## src/sv/srsw_pkg.sv

```systemverilog
// shared types and constants for the selective-repeat sender window
`timescale 1ns / 1ps
package srsw_pkg;
    typedef enum logic [1:0] {
        OP_TICK = 2'd0,
        OP_ACK  = 2'd1,
        OP_LOAD = 2'd2,
        OP_NONE = 2'd3
    } t_opcode;

    typedef enum logic [1:0] {
        ACT_SEND    = 2'd0,
        ACT_RETX    = 2'd1,
        ACT_ADVANCE = 2'd2,
        ACT_DONE    = 2'd3
    } t_action;

    localparam logic [1:0] REG_WINDOW_SIZE = 2'd0;
    localparam logic [1:0] REG_TIMEOUT     = 2'd1;

    typedef enum logic [1:0] {
        ST_IDLE = 2'd0,
        ST_SCAN = 2'd1,
        ST_EMIT = 2'd2
    } t_state;

    typedef struct packed {
        logic [1:0] opcode;
        logic [3:0] ack_seq;
        logic [3:0] batch_count;
        logic       batch_is_final;
    } t_cmd;
endpackage

```

## src/sv/srsw_front.sv

```systemverilog
// front stage: takes commands into a two-entry queue
`timescale 1ns / 1ps
module srsw_front (
    input  logic           i_clk,
    input  logic           i_rst_n,
    input  logic           i_push,
    input  srsw_pkg::t_cmd i_cmd,
    input  logic           i_pop,
    output logic           o_full,
    output logic           o_empty,
    output srsw_pkg::t_cmd o_cmd
);
    import srsw_pkg::*;

    t_cmd       r_q [2];
    logic       r_rd;
    logic       r_wr;
    logic [1:0] r_cnt;

    assign o_full  = (r_cnt == 2'd2);
    assign o_empty = (r_cnt == 2'd0);
    assign o_cmd   = r_q[r_rd];

    always_ff @(posedge i_clk) begin
        if (i_push) begin
            r_q[r_wr] <= i_cmd;
        end
        if (!i_rst_n) begin
            r_rd  <= 1'b0;
            r_wr  <= 1'b0;
            r_cnt <= 2'd0;
        end else begin
            if (i_push) r_wr <= ~r_wr;
            if (i_pop) r_rd <= ~r_rd;
            r_cnt <= r_cnt + {1'b0, i_push} - {1'b0, i_pop};
        end
    end
endmodule

```

## src/sv/srsw_back.sv

```systemverilog
// back stage: window state, timer scan and result sequencing
`timescale 1ns / 1ps
module srsw_back #(
    parameter int MAX_WINDOW  = 8,
    parameter int TIMER_WIDTH = 16
) (
    input  logic           i_clk,
    input  logic           i_rst_n,
    input  logic           i_valid,
    input  srsw_pkg::t_cmd i_cmd,
    output logic           o_pop,
    input  logic [3:0]     i_window_size,
    input  logic [15:0]    i_timeout_ticks,
    output logic           o_strobe,
    output logic [1:0]     o_action,
    output logic [3:0]     o_seq_no,
    output logic           o_last
);
    import srsw_pkg::*;

    localparam int SW = (MAX_WINDOW > 1) ? $clog2(MAX_WINDOW) : 1;
    localparam int MW = (MAX_WINDOW < 8) ? MAX_WINDOW : 8;
    localparam logic [TIMER_WIDTH-1:0] AMAX = '1;

    // value below 16 reduced modulo an even space of 2 to 16
    function automatic logic [4:0] mod_space(logic [4:0] x, logic [4:0] s);
        logic [6:0] v;
        v = {2'b00, x};
        if (v >= {s, 2'b00}) v = v - {s, 2'b00};
        if (v >= {1'b0, s, 1'b0}) v = v - {1'b0, s, 1'b0};
        if (v >= {2'b00, s}) v = v - {2'b00, s};
        return v[4:0];
    endfunction

    t_state r_state, n_state;
    t_cmd   r_cmd;
    logic [3:0] r_base;
    logic [MAX_WINDOW-1:0] r_run, r_acked;
    logic [TIMER_WIDTH-1:0] r_age [MAX_WINDOW];
    logic [3:0] r_expect, r_acks;
    logic r_final, r_open;
    logic [SW-1:0] r_idx;
    logic r_found;
    logic [SW-1:0] r_best;
    logic [TIMER_WIDTH-1:0] r_best_age;
    logic [3:0] r_left;
    logic [1:0] r_kind;
    logic [3:0] r_seq;

    logic [3:0] w;
    logic [4:0] space;
    logic [4:0] base_m;
    logic [TIMER_WIDTH-1:0] limit;
    logic [3:0] cnt;
    logic [4:0] off;
    logic [4:0] a_m;
    logic [TIMER_WIDTH-1:0] aged;
    logic last_idx;

    always_comb begin
        w = i_window_size;
        if (w == 4'd0) w = 4'd1;
        if ({28'd0, w} > MW) w = 4'(MW);
        space = {w, 1'b0};
        base_m = mod_space({1'b0, r_base}, space);
        if (TIMER_WIDTH >= 16)
            limit = TIMER_WIDTH'(i_timeout_ticks);
        else if (i_timeout_ticks > 16'(AMAX))
            limit = AMAX;
        else
            limit = TIMER_WIDTH'(i_timeout_ticks);
        if (limit == '0) limit = TIMER_WIDTH'(1);
        cnt = i_cmd.batch_count;
        if (cnt == 4'd0) cnt = 4'd1;
        if (cnt > w) cnt = w;
        a_m = mod_space({1'b0, i_cmd.ack_seq}, space);
        off = a_m + space - base_m;
        if (off >= space) off = off - space;
        aged = r_age[r_idx];
        if (aged != AMAX) aged = aged + 1'b1;
        last_idx = ({{(32-SW){1'b0}}, r_idx} == MAX_WINDOW - 1);
    end

    always_comb begin
        n_state = r_state;
        case (r_state)
            ST_IDLE: if (i_valid) n_state = ST_SCAN;
            ST_SCAN: if (r_cmd.opcode != OP_TICK || !r_open || last_idx) n_state = ST_EMIT;
            ST_EMIT: if (r_left <= 4'd1) n_state = ST_IDLE;
            default: n_state = ST_IDLE;
        endcase
    end

    assign o_pop  = (r_state == ST_IDLE) && i_valid;

    always_comb begin
        o_strobe = 1'b0;
        o_action = r_kind;
        o_seq_no = r_seq;
        o_last   = 1'b0;
        if (r_state == ST_EMIT && r_left != 4'd0) begin
            o_strobe = 1'b1;
            o_last   = (r_left == 4'd1);
            if (r_kind == ACT_DONE && r_left == 4'd2) o_action = ACT_ADVANCE;
        end
    end

    always_ff @(posedge i_clk) begin
        if (!i_rst_n) begin
            r_state <= ST_IDLE;
            r_base <= '0;
            r_run <= '0;
            r_acked <= '0;
            r_expect <= '0;
            r_acks <= '0;
            r_final <= 1'b0;
            r_open <= 1'b0;
            r_left <= '0;
            r_idx <= '0;
            r_found <= 1'b0;
            for (int i = 0; i < MAX_WINDOW; i++) r_age[i] <= '0;
        end else begin
            r_state <= n_state;
            case (r_state)
                ST_IDLE: begin
                    r_idx <= '0;
                    r_found <= 1'b0;
                    r_best <= '0;
                    r_best_age <= '0;
                    r_left <= '0;
                    r_cmd <= i_cmd;
                    if (i_valid) begin
                        if (i_cmd.opcode == OP_LOAD && !r_open) begin
                            r_base <= base_m[3:0];
                            r_run <= '0;
                            r_acked <= '0;
                            for (int i = 0; i < MAX_WINDOW; i++) r_age[i] <= '0;
                            for (int i = 0; i < MAX_WINDOW; i++)
                                if (i < cnt) r_run[i] <= 1'b1;
                            r_expect <= cnt;
                            r_acks <= '0;
                            r_final <= i_cmd.batch_is_final;
                            r_open <= 1'b1;
                            r_kind <= ACT_SEND;
                            r_seq <= base_m[3:0];
                            r_left <= cnt;
                        end else if (i_cmd.opcode == OP_ACK && r_open
                                     && off < {1'b0, r_expect}
                                     && !r_acked[off[SW-1:0]]) begin
                            r_acked[off[SW-1:0]] <= 1'b1;
                            r_run[off[SW-1:0]] <= 1'b0;
                            r_age[off[SW-1:0]] <= '0;
                            if (r_acks + 4'd1 >= r_expect) begin
                                r_base <= 4'((base_m + {1'b0, w}) >= space ?
                                    base_m + {1'b0, w} - space : base_m + {1'b0, w});
                                r_open <= 1'b0;
                                r_run <= '0;
                                r_final <= 1'b0;
                                r_acks <= '0;
                                r_expect <= '0;
                                r_kind <= r_final ? ACT_DONE : ACT_ADVANCE;
                                r_seq <= '0;
                                r_left <= r_final ? 4'd2 : 4'd1;
                            end else begin
                                r_acks <= r_acks + 4'd1;
                            end
                        end
                    end
                end
                ST_SCAN: begin
                    if (r_cmd.opcode == OP_TICK && r_open) begin
                        r_idx <= r_idx + 1'b1;
                        if (r_run[r_idx]) begin
                            r_age[r_idx] <= aged;
                            if (aged >= limit && (!r_found || aged > r_best_age)) begin
                                r_found <= 1'b1;
                                r_best <= r_idx;
                                r_best_age <= aged;
                            end
                        end
                        if (last_idx) begin
                            if (r_found || (r_run[r_idx] && aged >= limit
                                            && (!r_found || aged > r_best_age))) begin
                                r_kind <= ACT_RETX;
                                r_left <= 4'd1;
                                if (r_run[r_idx] && aged >= limit
                                    && (!r_found || aged > r_best_age)) begin
                                    r_age[r_idx] <= '0;
                                    r_seq <= 4'((base_m + 5'(r_idx)) >= space ?
                                        base_m + 5'(r_idx) - space : base_m + 5'(r_idx));
                                end else begin
                                    r_age[r_best] <= '0;
                                    r_seq <= 4'((base_m + 5'(r_best)) >= space ?
                                        base_m + 5'(r_best) - space : base_m + 5'(r_best));
                                end
                            end
                        end
                    end
                end
                ST_EMIT: begin
                    if (r_left != 4'd0) begin
                        r_left <= r_left - 4'd1;
                        if (r_kind == ACT_SEND)
                            r_seq <= 4'((5'(r_seq) + 5'd1) >= space ?
                                5'(r_seq) + 5'd1 - space : 5'(r_seq) + 5'd1);
                    end
                end
                default: ;
            endcase
        end
    end
endmodule

```

## src/sv/selective_repeat_sender_window.sv

```systemverilog
// top level of the selective-repeat sender window
//  channel  | signals                                       | handshake
//  command  | i_start o_busy i_opcode i_ack_seq i_batch_*   | start & !busy
//  config   | i_cfg_valid o_cfg_ready i_cfg_index i_cfg_data| valid & ready
//  result   | o_strobe o_action o_seq_no o_last             | strobe, no stall
// a load into a closed window emits one send per batch entry, an ack emits results only when it closes the window
// a tick with a window open runs the one-slot-per-cycle timer scan over all MAX_WINDOW slots
// and emits at most one retransmit
// two-entry command queue; busy while full; synchronous active-low reset
`timescale 1ns / 1ps
module selective_repeat_sender_window #(
    parameter int MAX_WINDOW  = 8,
    parameter int TIMER_WIDTH = 16
) (
    input  logic        i_clk,
    input  logic        i_rst_n,
    input  logic        i_start,
    output logic        o_busy,
    input  logic [1:0]  i_opcode,
    input  logic [3:0]  i_ack_seq,
    input  logic [3:0]  i_batch_count,
    input  logic        i_batch_is_final,
    input  logic        i_cfg_valid,
    output logic        o_cfg_ready,
    input  logic [1:0]  i_cfg_index,
    input  logic [15:0] i_cfg_data,
    output logic        o_strobe,
    output logic [1:0]  o_action,
    output logic [3:0]  o_seq_no,
    output logic        o_last
);
    import srsw_pkg::*;

    t_cmd cmd_in, cmd_q;
    logic full, empty, pop;
    logic [3:0]  r_window_size;
    logic [15:0] r_timeout;

    assign cmd_in = '{opcode: i_opcode, ack_seq: i_ack_seq,
                      batch_count: i_batch_count, batch_is_final: i_batch_is_final};
    assign o_busy = full;
    assign o_cfg_ready = 1'b1;

    always_ff @(posedge i_clk) begin
        if (!i_rst_n) begin
            r_window_size <= 4'd4;
            r_timeout <= 16'd1000;
        end else if (i_cfg_valid) begin
            if (i_cfg_index == REG_WINDOW_SIZE) r_window_size <= i_cfg_data[3:0];
            else if (i_cfg_index == REG_TIMEOUT) r_timeout <= i_cfg_data;
        end
    end

    srsw_front u_front (
        .i_clk, .i_rst_n,
        .i_push(i_start && !full), .i_cmd(cmd_in), .i_pop(pop),
        .o_full(full), .o_empty(empty), .o_cmd(cmd_q)
    );

    srsw_back #(.MAX_WINDOW(MAX_WINDOW), .TIMER_WIDTH(TIMER_WIDTH)) u_back (
        .i_clk, .i_rst_n,
        .i_valid(!empty), .i_cmd(cmd_q), .o_pop(pop),
        .i_window_size(r_window_size), .i_timeout_ticks(r_timeout),
        .o_strobe, .o_action, .o_seq_no, .o_last
    );
endmodule

```

## config.mk

```make
export PLATFORM = sky130hd
export DESIGN_NAME = selective_repeat_sender_window
export DESIGN_NICKNAME = d
export VERILOG_FILES = /design/src/sv/srsw_pkg.sv /design/src/sv/srsw_front.sv /design/src/sv/srsw_back.sv /design/src/sv/selective_repeat_sender_window.sv
export SDC_FILE = /design/constraint.sdc
export NUM_CORES = 1
export LEC_CHECK = 0
export BUFFER_PORTS_ARGS = -buffer_cell sky130_fd_sc_hd__buf_2
export CORE_MARGIN = 3
export CORE_UTILIZATION = 63
export DETAILED_ROUTE_END_ITERATION = 10
export GPL_ROUTABILITY_DRIVEN = 0
export PLACE_DENSITY = 0.85
export SLEW_MARGIN = 0
export SYNTH_ARGS = -nofsm -noshare
export SYNTH_HDL_FRONTEND = slang
export SYNTH_SLANG_ARGS = --single-unit
export TNS_END_PERCENT = 10
```

## constraint.sdc

```tcl
create_clock -name i_clk -period 12.7 [get_ports i_clk]
set_input_delay 0.635 -clock i_clk [delete_from_list [all_inputs] [get_ports i_clk]]
set_output_delay 0.635 -clock i_clk [all_outputs]
set_load 0.05 [all_outputs]
```

# After elaboration in Yosys (flattened, before gate mapping)
# Memories as Yosys holds them, arrays and structs flattened. A register that Yosys moved wholly into a read port is not among the register bits.
# Index checks and enable logic that the tools add are counted.
# totals
register_bits	91
ram_bits	150
out_inout_bits	10
word_cells	319
n_memories	2
# memory_table
name	words	width	read_ports	rd_ports_with_merged_regs	write_ports	line_no	source
u_back.r_age	8	16	1	1	8	srsw_back.sv:39	logic [TIMER_WIDTH-1:0] r_age [MAX_WINDOW];
u_front.r_q	2	11	1	1	1	srsw_front.sv:15	t_cmd r_q [2];
# op_classes
add_sub_neg	23
n_lt_le_gt_ge	29
eq_ne	23
muxes	154
n_bitwise	16
reduce_logical	51
# ops
cell	n
$mux W16	17
$mux W4	33
$mux W1	59
$reduce_or A16 Y1	3
$mux W8	5
$pmux W16 S2	1
$mux W7	4
$mux W3	9
$mux W2	13
$ge A5 B5 Y1	5
$pmux W4 S3	2
$sub A5 B5 Y5	4
$add A16 B1 Y16 const B	1
$ge A16 B16 Y1	1
$gt A16 B16 Y1	1
$logic_not A16 Y1	1
$lt A3 B4 Y1 const A	4
$ne A16 B16 Y1 const B	1
$sub A4 B4 Y4	4
$mux W5	3
$ge A4 B7 Y1	2
$ge A7 B5 Y1	2
$ge A7 B6 Y1	2
$ne A2 B1 Y1 const B	7
other kinds (52)	112

# Depth between registers and ports, before layout
# depth
word_depth	27
depth_mapped	52

# By module
# Synthesis repeated with hierarchy kept, for this count alone.
# unflattened
cells_unflattened	1455
area_unflattened_um2	14815.5
# modules_own_cells
mod	n_inst	cells_per_inst	area_each_um2
srsw_back	1	1309	12948.7
srsw_front	1	55	1017.2
selective_repeat_sender_window	1	91	849.6

# Least setup slack after synthesis
# No wires, ideal clock.
# synth_path
path_kind	reg2reg
startpoint	reg r_window_size[1]
endpoint	mem u_back.r_age[6][10]
setup_time_ns	0.127
t_arrival_ns	11.073
t_required_ns	12.573
setup_slack_ns	1.500
stages_incl_launch_ff	50
n_path_buf	2
cell_sequence	dfxtp_1 buf_6 nor2_1 nor2_1 nor2_1 ha_1 inv_1 ha_1 nor3b_1 a21o_2 o21ai_0 inv_1 ha_1 nor2b_1 o211a_1 a21oi_1 a21oi_1 a41oi_1 [14 not listed] xnor2_1 xnor3_2 ha_1 o21ai_0 a32o_1 mux2_2 clkinv_1 ha_1 a21boi_0 o21a_1 o21ai_0 o311ai_0 a31o_2 a221o_1 a2111oi_4 o32ai_2 buf_2 o2bb2ai_1
# synth_rtl
element	line_no	source
start: declaration	selective_repeat_sender_window.sv:36	logic [3:0] r_window_size;
start signal: assignment	selective_repeat_sender_window.sv:49	if (i_cfg_index == REG_WINDOW_SIZE) r_window_size <= i_cfg_data[3:0];
end: declaration	srsw_back.sv:39	

# Worst setup path after layout
# layout_path
startpoint	reg r_window_size[1]
endpoint	reg u_back.r_seq[3] (netlist: u_back.o_seq_no[3]) (enable)
# layout_via
elab_chain_cells	20
# layout_rtl
element	line_no	source
$logic_not A4 Y1	srsw_back.sv:62	if (w == 4'd0) w = 4'd1;
$mux W4 *	srsw_back.sv:62	
$gt A4 B4 Y1	srsw_back.sv:63	if ({28'd0, w} > MW) w = 4'(MW);
$mux W4 *	srsw_back.sv:63	
$sub A4 B7 Y7 / $ge A4 B7 Y1 (equally long branches)	srsw_back.sv:29	if (v >= {s, 2'b00}) v = v - {s, 2'b00};
$mux W7	srsw_back.sv:29	
$sub A7 B6 Y7 / $ge A7 B6 Y1 (equally long branches)	srsw_back.sv:30	if (v >= {1'b0, s, 1'b0}) v = v - {1'b0, s, 1'b0};
$mux W7	srsw_back.sv:30	
[4 not listed]	--	
$sub A5 B5 Y5 / $ge A5 B5 Y1 (equally long branches)	srsw_back.sv:78	if (off >= space) off = off - space;
$mux W5 *	srsw_back.sv:78	
$bmux W1 S3	srsw_back.sv:149	&& !r_acked[off[SW-1:0]]) begin
$mux W1 (implied by the code)	srsw_back.sv:149	
$logic_not A1 Y1	srsw_back.sv:149	
$logic_and A1 B1 Y1 *	srsw_back.sv:149	
$ne A3 B3 Y1 (no line) *	--	
$reduce_and A10 Y1 (no line) *	--	
end signal: assignment	srsw_back.sv:145	r_seq <= base_m[3:0];
end signal: assignment	srsw_back.sv:189	r_seq <= 4'((base_m + 5'(r_idx)) >= space ?
end signal: assignment	srsw_back.sv:193	r_seq <= 4'((base_m + 5'(r_best)) >= space ?
end: declaration	srsw_back.sv:48	logic [3:0] r_seq;
# Mark *: on every way between the ends. The rest lies on a longest branch, timed or not. The select of a mux whose other input is x is not followed.
# A chain may end at the register's enable or synchronous reset.

==> flow_metrics.env <==
export IMPL_h_tree_depth=1
export IMPL_cts_tree="built"
export IMPL_r2r_start="r_window_size[1]"
export IMPL_crit_required_ns=12.90
export IMPL_overflow=0
export IMPL_port_buffers=41
export IMPL_grt_max_degree=48
export IMPL_synth_area_leaders="dfxtp_1 27%, edfxtp_1 10%, ha_1 9.6%, o2bb2ai_1 7.7%, mux4_2 5.3%"
export IMPL_setup_viol=0
export IMPL_critPathMaxStageDelay_ns=0.71
export IMPL_netlist_area_mm2=0.0145
export IMPL_synth_async_sr_flop_share=0
export IMPL_nFillCells=1509
export IMPL_synth_area_per_cell_um2=10.0
export IMPL_critPathLaunchType="flop"
export IMPL_clk_pin_slew_ns=0.06
export IMPL_grt_pass1_vias=11797
export IMPL_die_h_um=158
export IMPL_setup_ws_ns=0.885
export IMPL_cts_buffers=26
export IMPL_multi_input_area_mm2=0.00854
export IMPL_coreArea_mm2=0.0222
export IMPL_hold_viol=0
export IMPL_hold_depth=1
export IMPL_gr_usage_all_layers=0.293
export IMPL_post_route_period_util=0.930
export IMPL_hold_path_class="input pin to flop"
export IMPL_synth_net_count=1604
export IMPL_avgViaCountPerCell=6.69
export IMPL_die_area_mm2=0.0248
export IMPL_leakagePower_nw=6.18
export IMPL_path_max_fanout=15
export IMPL_ys_types=92
export IMPL_ys_warn_count=0
export IMPL_synth_ff_latch_count=245
export IMPL_place_hpwl_um=26000
export IMPL_firstDrtPassIters=5
export IMPL_crit_slowest_cell="a2111oi_0"
export IMPL_cts_root_buffer="clkbuf_16"
export IMPL_synth_top_area_share=0.271
export IMPL_grt_pass1_wl_um=59300
export IMPL_rsz0062_at_grt="false"
export IMPL_slew_limit_headroom=0.0515
export IMPL_worstSetupPathType="flop to flop"
export IMPL_netlist_top_cells_count="196 x dfxtp_1, 128 x o2bb2ai_1, 123 x nand2_1"
export IMPL_cts_buffer_depth=3
export IMPL_timing_setup_tns_ns=0
export IMPL_antenna_found_initial=0
export IMPL_switching_share=0.465
export IMPL_min_delay_start="i_ack_seq[2]"
export IMPL_wire_per_inst_um=21.1
export IMPL_antenna_cells=0
export IMPL_slew_viol_final=0
export IMPL_fmax_mhz=84.6
export IMPL_status="finished, final reports clean"
export IMPL_clock_skew_ns=0.0103
export IMPL_ys_seq_area_frac=0.373
export IMPL_drv_cap=0
export IMPL_postSynthCellCount=1447
export IMPL_p_switching_mw=1.91
export IMPL_die_w_um=158
export IMPL_insertion_delay_ns=0.53
export IMPL_fin_crit_ns=11.82
export IMPL_powerDensity_mw_per_mm2=259
export IMPL_cts_num_sinks=245
export IMPL_drc=0
export IMPL_final_layout_size_suffix_gt1_frac=0.136
export IMPL_post_dp_cell_area_mm2=0.0149
export IMPL_drt_iter0_markers=975
export IMPL_finalWirelength_um=37400
export IMPL_ant_nets=0
export IMPL_start_util=0.651
export IMPL_seq_power_share=0.225
export IMPL_reg2reg_depth=48
export IMPL_critPathMostFrequentCell="ha_1"
export IMPL_worstHoldEndpoint="u_front.r_q[0][7]"
export IMPL_r2r_slack_ns=0.88
export IMPL_seq_area_mm2=0.00540
export IMPL_yosysMostFrequentCell="dfxtp_1"
export IMPL_rows=54
export IMPL_synth_edf_count=49
export IMPL_synthFlopType="dfxtp_1"
export IMPL_p_total_mw=4.11
export IMPL_final_cell_area_mm2=0.0159
export IMPL_final_util=0.715
export IMPL_worst_pin_slew_ns=1.42
export IMPL_p_int_mw=2.20
export IMPL_clock_power_share=0.188
export IMPL_yosys_area_top_type="dfxtp_1"
export IMPL_vias=11872
export IMPL_r2r_end="u_back.o_seq_no[3]"
export IMPL_place_ws_ns=0.510
export IMPL_cp_end_kind="flop"
export IMPL_crit_arrival_ns=12.02
export IMPL_power_frac_comb=0.587
export IMPL_final_nets=1632
export IMPL_area_delta_synth_final_pct=9.76
export IMPL_peakVddDrop_mv=0.304
export IMPL_io_pins=43
[sequential cells by signal, indices dropped and copies added, names as in the netlist, 2 cells and up, named ones only]
signal,flops
u_back.r_age,128
u_front.r_q,22
r_timeout,16
u_back.r_best_age,16
u_back.r_acked,8
u_back.r_run,8
r_window_size,4
u_back.o_seq_no,4
u_back.r_acks,4
u_back.r_base,4
u_back.r_expect,4
u_back.r_left,4
u_back.r_best,3
u_back.r_idx,3
u_back.r_cmd,2
u_back.r_kind,2
u_back.r_state,2
u_front.r_cnt,2
[critical path, delay by kind of cell, from the launching register on]
family | cells | cell delay, ns
AO/OA/AOI/OAI | 20 | 4.78
XOR/XNOR | 3 | 0.69
adder cells (fa/ha/maj) | 8 | 2.02
buffers and inverters | 5 | 0.67
flip-flops | 1 | 0.50
multiplexers | 3 | 1.03
AND/OR/NAND/NOR | 9 | 1.80
[cell usage in the layout (no fill, tap or decap), drive strengths merged, types with 21 or more instances in the layout]
cell,n
xor2,21
o2bb2ai,128
nand2,123
a21oi,71
inv,82
clkbuf,40
ha,111
mux4,34
edfxtp,49
and2,30
o21ai,60
nor2,71
xnor2,26
mux2i,46
a21o,26
dfxtp,196
nand3,32
buf,69
[cell type report]
cell class              count  area share
multi-input cells        1050       0.537
flip-flops and latches    245       0.340
clock buffers              40      0.0514
repair buffers             69      0.0261
well taps                 280      0.0220
inverters                  83      0.0196
clock inverters             7     0.00386
[cell families after synthesis]
family | after synthesis | share of synthesized area
adder cells (fa/ha/maj) | 127 | 0.116
AND/OR/NAND/NOR | 369 | 0.128
other | 1 | 0.000259
buffers and inverters | 152 | 0.0415
multiplexers | 92 | 0.0949
XOR/XNOR | 48 | 0.0301
flip-flops | 245 | 0.373
AO/OA/AOI/OAI | 413 | 0.217
[timing repair]
| item | CTS | global route |
|---|---|---|
| setup endpoints to repair | 0 | 134 |
| setup buffers | 0 | 7 |
| resized for setup | 0 | 7 |
| hold buffers | 0 | 0 |
[through the flow]
step	hold WS (ns)	instances
detailed placement	0.443	1720
finish	0.295	1774
CTS	0.283	1767
global route	0.282	1774
global placement	0.439	1720
floorplan	0.427	1447
[metal layers]
metal	global-route usage	wire length [um]
met2	0.492	17400
met3	0.0522	2880
met4	0.102	1240
met1	0.384	15800
met5	0	0
[power groups by stage]
stage	registers, mW	clock network (mW)	logic, mW
finish	0.926	0.772	2.42
global placement	0.937	0	2.22
floorplan	0.933	0	1.77
CTS	0.923	0.775	2.33
detailed placement	0.940	0	2.30
global route	0.932	0.802	2.63
[how the worst max path moves through the flow]
stage / start / end / slack [ns] / cells after the start
3_3_place_gp: flop / u_back.r_age[3][9] / 1.00 / 44
3_5_place_dp: r_window_size[1] / u_back.r_age[2][13] / 0.51 / 48
4_1_cts: r_window_size[1] / u_back.r_age[2][13] / 0.45 / 48
5_1_grt: r_window_size[1] / u_back.o_seq_no[3] / 0.03 / 48
2_1_floorplan: r_window_size[1] / u_back.r_age[6][10] / 1.50 / 49
6_report: r_window_size[1] / u_back.o_seq_no[3] / 0.88 / 48
No activity file was read; power rests on OpenSTA's default activity.
